[src/pps_pkg.sv]
`default_nettype none
package pps_pkg;
  localparam int QueueDepth = 16;
  localparam int TimeWidth = 32;
  localparam int MaxResults = 16;
  localparam int IdxW = $clog2(QueueDepth);
  localparam int KW = $clog2(MaxResults + 1);

  localparam logic [1:0] StatusOk = 2'd0;
  localparam logic [1:0] StatusFull = 2'd1;
  localparam logic [1:0] StatusOrder = 2'd2;

  typedef struct packed {
    logic load;
    logic scan_clear;
    logic scan_step;
    logic run;
    logic emit_err;
    logic insert;
    logic set_prev;
  } cmd_t;

  typedef struct packed {
    logic drain;
    logic order_err;
    logic scan_done;
    logic found;
    logic can_run;
    logic has_free;
    logic zero_burst;
    logic limit;
  } sts_t;
endpackage
`default_nettype wire

[src/preemptive_priority_scheduler.sv]
// Flow: a check state, then per pick a scan state over all QueueDepth slots and a decide state;
// each slot is shown one pick late. An arrival ends with a post state, and a queue-full result
// also with an output state; an out-of-order arrival goes from the check state straight to
// the output state, where its result shows.
// One item at a time; the receiver cannot stall.
// Asynchronous active-low reset empties the queue and clears clock and previous arrival.
`default_nettype none
module preemptive_priority_scheduler (
  input  wire logic        clk_i,
  input  wire logic        rst_ni,
  input  wire logic        start,
  output logic             busy,
  input  wire logic        req_type_i,
  input  wire logic [7:0]  proc_id_i,
  input  wire logic [31:0] arrival_time_i,
  input  wire logic [15:0] burst_i,
  input  wire logic [7:0]  priority_req_i,
  output logic             valid_o,
  output logic [7:0]       slot_proc_id_o,
  output logic [31:0]      slot_start_o,
  output logic [15:0]      slot_length_o,
  output logic [7:0]       slot_priority_o,
  output logic [1:0]       status_o,
  output logic             last_o
);
  import pps_pkg::*;
  cmd_t cmd;
  sts_t sts;

  pps_ctrl u_ctrl (
    .clk_i, .rst_ni, .start_i(start), .busy_o(busy), .valid_o(valid_o),
    .last_o(last_o), .cmd_o(cmd), .sts_i(sts)
  );

  pps_datapath u_dp (
    .clk_i, .rst_ni, .cmd_i(cmd), .sts_o(sts), .req_type_i, .proc_id_i,
    .arrival_time_i, .burst_i, .priority_req_i, .slot_proc_id_o, .slot_start_o,
    .slot_length_o, .slot_priority_o, .status_o
  );
endmodule
`default_nettype wire

[src/pps_datapath.sv]
`default_nettype none
module pps_datapath (
  input  wire logic          clk_i,
  input  wire logic          rst_ni,
  input  wire pps_pkg::cmd_t cmd_i,
  output pps_pkg::sts_t      sts_o,
  input  wire logic          req_type_i,
  input  wire logic [7:0]    proc_id_i,
  input  wire logic [31:0]   arrival_time_i,
  input  wire logic [15:0]   burst_i,
  input  wire logic [7:0]    priority_req_i,
  output logic [7:0]         slot_proc_id_o,
  output logic [31:0]        slot_start_o,
  output logic [15:0]        slot_length_o,
  output logic [7:0]         slot_priority_o,
  output logic [1:0]         status_o
);
  import pps_pkg::*;
  typedef logic [TimeWidth-1:0] tm_t;

  logic [QueueDepth-1:0] valid_q;
  logic [7:0]  id_q [QueueDepth];
  logic [7:0]  pri_q [QueueDepth];
  logic [15:0] rem_q [QueueDepth];
  tm_t         rdy_q [QueueDepth];
  tm_t clock_q, prev_q, at_q;
  logic req_q;
  logic [7:0] pid_q, ppr_q;
  logic [15:0] bt_q;
  logic [IdxW:0] scan_q;
  logic [IdxW-1:0] best_q;
  logic found_q;
  logic [KW-1:0] k_q;

  logic [IdxW-1:0] si;
  logic better;
  tm_t start, gap;
  logic [15:0] run;
  logic [IdxW-1:0] free_idx;
  logic has_free;

  assign si = scan_q[IdxW-1:0];
  assign better = valid_q[si] && (!found_q || pri_q[si] > pri_q[best_q] ||
                  (pri_q[si] == pri_q[best_q] && id_q[si] < id_q[best_q]));

  always_comb begin
    start = (rdy_q[best_q] > clock_q) ? rdy_q[best_q] : clock_q;
    gap = at_q - start;
    run = rem_q[best_q];
    if (!req_q && ({{(TimeWidth>16?TimeWidth-16:0){1'b0}}, run} > gap))
      run = gap[15:0];
    free_idx = '0;
    has_free = 1'b0;
    for (int i = QueueDepth - 1; i >= 0; i--) begin
      if (!valid_q[i]) begin
        free_idx = IdxW'(i);
        has_free = 1'b1;
      end
    end
  end

  always_comb begin
    sts_o.drain = req_q;
    sts_o.order_err = at_q < prev_q;
    sts_o.scan_done = scan_q == (IdxW+1)'(QueueDepth);
    sts_o.found = found_q;
    sts_o.can_run = req_q || (start < at_q);
    sts_o.has_free = has_free;
    sts_o.zero_burst = bt_q == 16'd0;
    sts_o.limit = k_q == KW'(MaxResults);
  end

  always_ff @(posedge clk_i or negedge rst_ni) begin
    if (!rst_ni) begin
      valid_q <= '0;
      clock_q <= '0;
      prev_q <= '0;
      scan_q <= '0;
      found_q <= 1'b0;
      k_q <= '0;
    end else begin
      if (cmd_i.load) k_q <= '0;
      if (cmd_i.scan_clear) begin
        scan_q <= '0;
        found_q <= 1'b0;
      end else if (cmd_i.scan_step) begin
        scan_q <= scan_q + 1'b1;
        if (better) begin
          found_q <= 1'b1;
        end
      end
      if (cmd_i.run) begin
        clock_q <= start + TimeWidth'(run);
        if (rem_q[best_q] == run) valid_q[best_q] <= 1'b0;
        k_q <= k_q + 1'b1;
      end
      if (cmd_i.emit_err) k_q <= k_q + 1'b1;
      if (cmd_i.set_prev) prev_q <= at_q;
      if (cmd_i.insert) valid_q[free_idx] <= 1'b1;
    end
  end

  always_ff @(posedge clk_i) begin
    if (cmd_i.load) begin
      req_q <= req_type_i;
      pid_q <= proc_id_i;
      at_q <= TimeWidth'(arrival_time_i);
      bt_q <= burst_i;
      ppr_q <= priority_req_i;
    end
    if (cmd_i.scan_step && better) best_q <= si;
    if (cmd_i.insert) begin
      id_q[free_idx] <= pid_q;
      pri_q[free_idx] <= ppr_q;
      rem_q[free_idx] <= bt_q;
      rdy_q[free_idx] <= at_q;
    end
    if (cmd_i.run) begin
      rem_q[best_q] <= rem_q[best_q] - run;
      if (rem_q[best_q] != run) rdy_q[best_q] <= start + TimeWidth'(run);
      slot_proc_id_o <= id_q[best_q];
      slot_start_o <= 32'(start);
      slot_length_o <= run;
      slot_priority_o <= pri_q[best_q];
      status_o <= StatusOk;
    end else if (cmd_i.emit_err) begin
      slot_proc_id_o <= pid_q;
      slot_start_o <= 32'(at_q);
      slot_length_o <= '0;
      slot_priority_o <= ppr_q;
      status_o <= (at_q < prev_q) ? StatusOrder : StatusFull;
    end
  end
endmodule
`default_nettype wire

[src/pps_ctrl.sv]
`default_nettype none
module pps_ctrl (
  input  wire logic          clk_i,
  input  wire logic          rst_ni,
  input  wire logic          start_i,
  output logic               busy_o,
  output logic               valid_o,
  output logic               last_o,
  output pps_pkg::cmd_t      cmd_o,
  input  wire pps_pkg::sts_t sts_i
);
  import pps_pkg::*;
  typedef enum logic [5:0] {
    SIdle  = 6'b000001,
    SCheck = 6'b000010,
    SScan  = 6'b000100,
    SDec   = 6'b001000,
    SPost  = 6'b010000,
    SOut   = 6'b100000
  } state_e;
  state_e state_q, state_d;
  logic pend_q, pend_d;

  // a result is held in the slot registers and shown once the next decision is known
  always_comb begin
    state_d = state_q;
    pend_d = pend_q;
    cmd_o = '0;
    valid_o = 1'b0;
    last_o = 1'b0;
    unique case (state_q)
      SIdle: begin
        pend_d = 1'b0;
        if (start_i) begin
          cmd_o.load = 1'b1;
          state_d = SCheck;
        end
      end
      SCheck: begin
        if (!sts_i.drain && sts_i.order_err) begin
          cmd_o.emit_err = 1'b1;
          pend_d = 1'b1;
          state_d = SOut;
        end else begin
          cmd_o.scan_clear = 1'b1;
          state_d = SScan;
        end
      end
      SScan: begin
        if (sts_i.scan_done) state_d = SDec;
        else cmd_o.scan_step = 1'b1;
      end
      SDec: begin
        if (sts_i.found && sts_i.can_run && !sts_i.limit) begin
          cmd_o.run = 1'b1;
          cmd_o.scan_clear = 1'b1;
          valid_o = pend_q;
          pend_d = 1'b1;
          state_d = SScan;
        end else if (sts_i.drain) begin
          valid_o = pend_q;
          last_o = pend_q;
          state_d = SIdle;
        end else state_d = SPost;
      end
      SPost: begin
        cmd_o.set_prev = 1'b1;
        valid_o = pend_q;
        if (!sts_i.zero_burst && !sts_i.has_free && !sts_i.limit) begin
          cmd_o.emit_err = 1'b1;
          pend_d = 1'b1;
          state_d = SOut;
        end else begin
          cmd_o.insert = !sts_i.zero_burst && sts_i.has_free;
          last_o = pend_q;
          state_d = SIdle;
        end
      end
      SOut: begin
        valid_o = 1'b1;
        last_o = 1'b1;
        state_d = SIdle;
      end
      default: state_d = SIdle;
    endcase
  end

  always_ff @(posedge clk_i or negedge rst_ni) begin
    if (!rst_ni) begin
      state_q <= SIdle;
      pend_q <= 1'b0;
    end else begin
      state_q <= state_d;
      pend_q <= pend_d;
    end
  end

  assign busy_o = state_q != SIdle;
endmodule
`default_nettype wire
[config.mk]
export PLATFORM = sky130hd
export DESIGN_NAME = preemptive_priority_scheduler
export DESIGN_NICKNAME = d
export VERILOG_FILES = /design/src/pps_pkg.sv /design/src/preemptive_priority_scheduler.sv /design/src/pps_datapath.sv /design/src/pps_ctrl.sv
export SDC_FILE = /design/constraint.sdc
export NUM_CORES = 2
export LEC_CHECK = 0
export ABC_AREA = 1
export BUFFER_PORTS_ARGS = -buffer_cell sky130_fd_sc_hd__buf_2
export CORE_ASPECT_RATIO = 0.5
export CORE_MARGIN = 5
export CORE_UTILIZATION = 30
export DETAILED_ROUTE_END_ITERATION = 7
export SLEW_MARGIN = 20
export SYNTH_ARGS = -nofsm -noshare
export SYNTH_HDL_FRONTEND = slang
export SYNTH_HIERARCHICAL = 1
export SYNTH_SLANG_ARGS = --single-unit
[constraint.sdc]
create_clock -name clk_i -period 19.36 [get_ports clk_i]
set_clock_uncertainty 0.15 [all_clocks]
set_input_delay 0.968 -clock clk_i [delete_from_list [all_inputs] [get_ports clk_i]]
set_output_delay 0.968 -clock clk_i [all_outputs]
set_load 0.01 [all_outputs]
==> flow_metrics.env <==
export IMPL_status="completed"
export IMPL_grt_pass1_wl_um=360000
export IMPL_p_leak_uw=0.0304
export IMPL_finalWirelength_um=248000
export IMPL_start_util_pct=30.2
export IMPL_rsz0062_at_grt="false"
export IMPL_cts_tree="yes"
export IMPL_hp_class="in -> reg"
export IMPL_wire_per_inst_um=23.1
export IMPL_synthTopCellsByCount="nand2_1 (1,977), edfxtp_1 (1,157), o21ai_0 (921)"
export IMPL_syn_cell_area_um2=69200
export IMPL_die_x_um=689
export IMPL_crit_fanout=81
export IMPL_grt_pass1_vias=53300
export IMPL_startpoint_type="register"
export IMPL_yosysWarnings=6
export IMPL_synth_enable_flop_cells=1157
export IMPL_synth_most_common_cell="nand2_1"
export IMPL_whs_path_depth=1
export IMPL_cp_slowest_cell="nand2_2"
export IMPL_port_buffers=136
export IMPL_core_um2=229000
export IMPL_synth_ff_type="edfxtp_1"
export IMPL_synthToLayoutAreaGrowth_pct=10.7
export IMPL_hold_violations=0
export IMPL_p_per_area_nw_per_um2=100
export IMPL_gp_congestion=0.927
export IMPL_synth_seq_area_share_pct=53.9
export IMPL_die_area_um2=241000
export IMPL_cts_resized=0
export IMPL_first_iter_violations=7883
export IMPL_antenna_found_initial=2
export IMPL_fillers=23200
export IMPL_cts_setup_buffers=0
export IMPL_r2r_cells=51
export IMPL_max_stage_delay_ns=0.90
export IMPL_hpwl_um=144000
export IMPL_yosysUniqueCellTypes=59
export IMPL_cp_depth=51
export IMPL_cts_sinks=1261
export IMPL_final_antenna_net_count=0
export IMPL_postCtsHoldBufs=1
export IMPL_crit_family="simple AND/OR/NAND/NOR gates"
export IMPL_worst_ep_arrival_time_ns=15.80
export IMPL_crit_buf_inv=9
export IMPL_nets=7759
export IMPL_timing_fmax_mhz=63.7
export IMPL_worst_slew_pin_slew_ns=1.36
export IMPL_fp_row_count=124
export IMPL_slew_headroom_pct=9.66
export IMPL_syn_nets=7989
export IMPL_clock_path_buffers=3
export IMPL_clockRootBuffer="clkbuf_16"
export IMPL_vdd_drop_max_mv=0.0832
export IMPL_place_worst_setup_slack_ns=4.20
export IMPL_yosysTopAreaCell="edfxtp_1"
export IMPL_required_ns=19.46
export IMPL_tns_ns=0
export IMPL_clk_latency_ns=0.78
export IMPL_cap_violations=0
export IMPL_via_per_inst=5.40
export IMPL_critPathCaptureType="register"
export IMPL_htreeDepth=3
export IMPL_fin_util_pct=33.4
export IMPL_die_h_um=350
export IMPL_maxSlewViolCount=0
export IMPL_cts_buffers=116
export IMPL_io_pins=137
export IMPL_period_share_pct=81.1
export IMPL_grt_overflow=0
export IMPL_clk_pin_slew_ns=0.06
export IMPL_period_needed_ns=15.70
export IMPL_worstSetupPathType="reg -> reg"
export IMPL_synth_area_leaders="edfxtp_1 (50%), nand2_1 (11%), o21ai_0 (6.7%), nand3_1 (5.5%), inv_1 (3.5%)"
export IMPL_postSynthCellCount=7760
export IMPL_syn_avg_cell_area_um2=8.92
export IMPL_drive_gt1_share_pct=7.60
export IMPL_finalWorstSetupSlack_ns=3.66
export IMPL_cpMostUsedCell="nand2_1"
export IMPL_asyncSetResetFlopFracSynth_pct=7.77
export IMPL_grt_max_degree=240
export IMPL_drc=0
export IMPL_track_usage_pct=19.8
export IMPL_ys_ff_latch=1261
export IMPL_dr_pass1_iters=6
export IMPL_vias=57900
export IMPL_synth_top_cell_area_share_pct=50.2
export IMPL_finalSetupViolations=0
==> registers in the layout, summed over array words and instances (netlist names), 5 cells and up, named ones only <==
| signal | count |
|---|---|
| u_dp/valid_q | 16 |
| u_dp/pid_q | 8 |
| u_dp/prev_q | 32 |
| u_dp/slot_start_o | 32 |
| u_dp/bt_q | 16 |
| u_dp/scan_q | 5 |
| u_dp/rdy_q | 512 |
| u_dp/slot_proc_id_o | 8 |
| u_dp/ppr_q | 8 |
| u_ctrl/state_q | 6 |
| u_dp/slot_length_o | 16 |
| u_dp/rem_q | 256 |
| u_dp/pri_q | 128 |
| u_dp/at_q | 32 |
| u_dp/k_q | 5 |
| u_dp/clock_q | 32 |
| u_dp/id_q | 128 |
| u_dp/slot_priority_o | 8 |
==> through the flow <==
step | instance area [um2] | hold WS, ns | std cells | power (uW)
final | 76600 | 0.240 | 10700 | 7680
after global routing | 76600 | 0.209 | 10700 | 8030
after CTS | 76500 | 0.199 | 10700 | 7670
after detailed placement | 72700 | 0.304 | 10500 | 5300
after global placement | 72700 | 0.297 | 10500 | 5270
after floorplan | 69200 | 0.273 | 7760 | 4610
==> report_power, final <==
group          switching [uW]  internal (uW)
combinational            1350            586
sequential                194           3160
clock                    1110           1290
total                    2650           5040
==> worst paths after layout <==
check	start	endpoint	slack [ns]
max in group asynchronous	rst_ni	u_dp/prev_q[25]	16.69
worst max register to register	register	u_dp/rdy_q[8][28]	3.66
min in group asynchronous	rst_ni	u_dp/scan_q[1]	0.60
worst max-delay path	register	u_dp/rdy_q[8][28]	3.66
worst min register to register	u_dp/status_o[1]	u_dp/status_o[1]	0.31
worst min-delay path	burst_i[15]	u_dp/bt_q[15]	0.24
==> cell families after synthesis <==
| family | after synthesis | share of synthesized area (%) |
|---|---|---|
| DFF | 1261 | 53.9 |
| AOI/OAI and AO/OA | 1752 | 13.9 |
| muxes | 187 | 2.71 |
| and+or+nand+nor | 3056 | 18.4 |
| adders and majority gates | 161 | 2.93 |
| xor gates and xnor gates | 56 | 0.709 |
| buffers and inverters | 1287 | 7.38 |
==> placed cells by master (no fill, tap or decap), types with 95 or more instances in the layout <==
| master | count |
|---|---|
| o21ai_0 | 921 |
| a21oi_1 | 483 |
| ha_1 | 159 |
| dfrtp_1 | 95 |
| nor2_1 | 168 |
| edfxtp_1 | 1157 |
| inv_1 | 643 |
| nand2_1 | 1952 |
| nand3_1 | 766 |
| buf_2 | 135 |
| o211ai_1 | 251 |
| mux2i_1 | 186 |
| buf_4 | 141 |
| clkbuf_16 | 117 |
==> area by class of cell <==
cell class                 instances  area [um2]  share of cell area [%]
antenna                            2        5.00                 0.00654
clock buffer                     154        3140                    4.10
clock inverter                    66         718                   0.938
inverter                         657        2480                    3.24
multi-input combinational       5212       27200                    35.5
sequential                      1261       37300                    48.8
tap                             3087        3860                    5.04
timing repair buffer             282        1840                    2.40
==> layer usage <==
layer	wire length, um	vias to the layer above	GRT usage [%]
met5	0	-	0
met4	8290	0	6.30
met3	27800	476	3.71
met2	109000	3342	31.0
met1	102000	27800	27.6
li1	-	26300	-
Note: power is estimated with default switching activity, not from simulation.
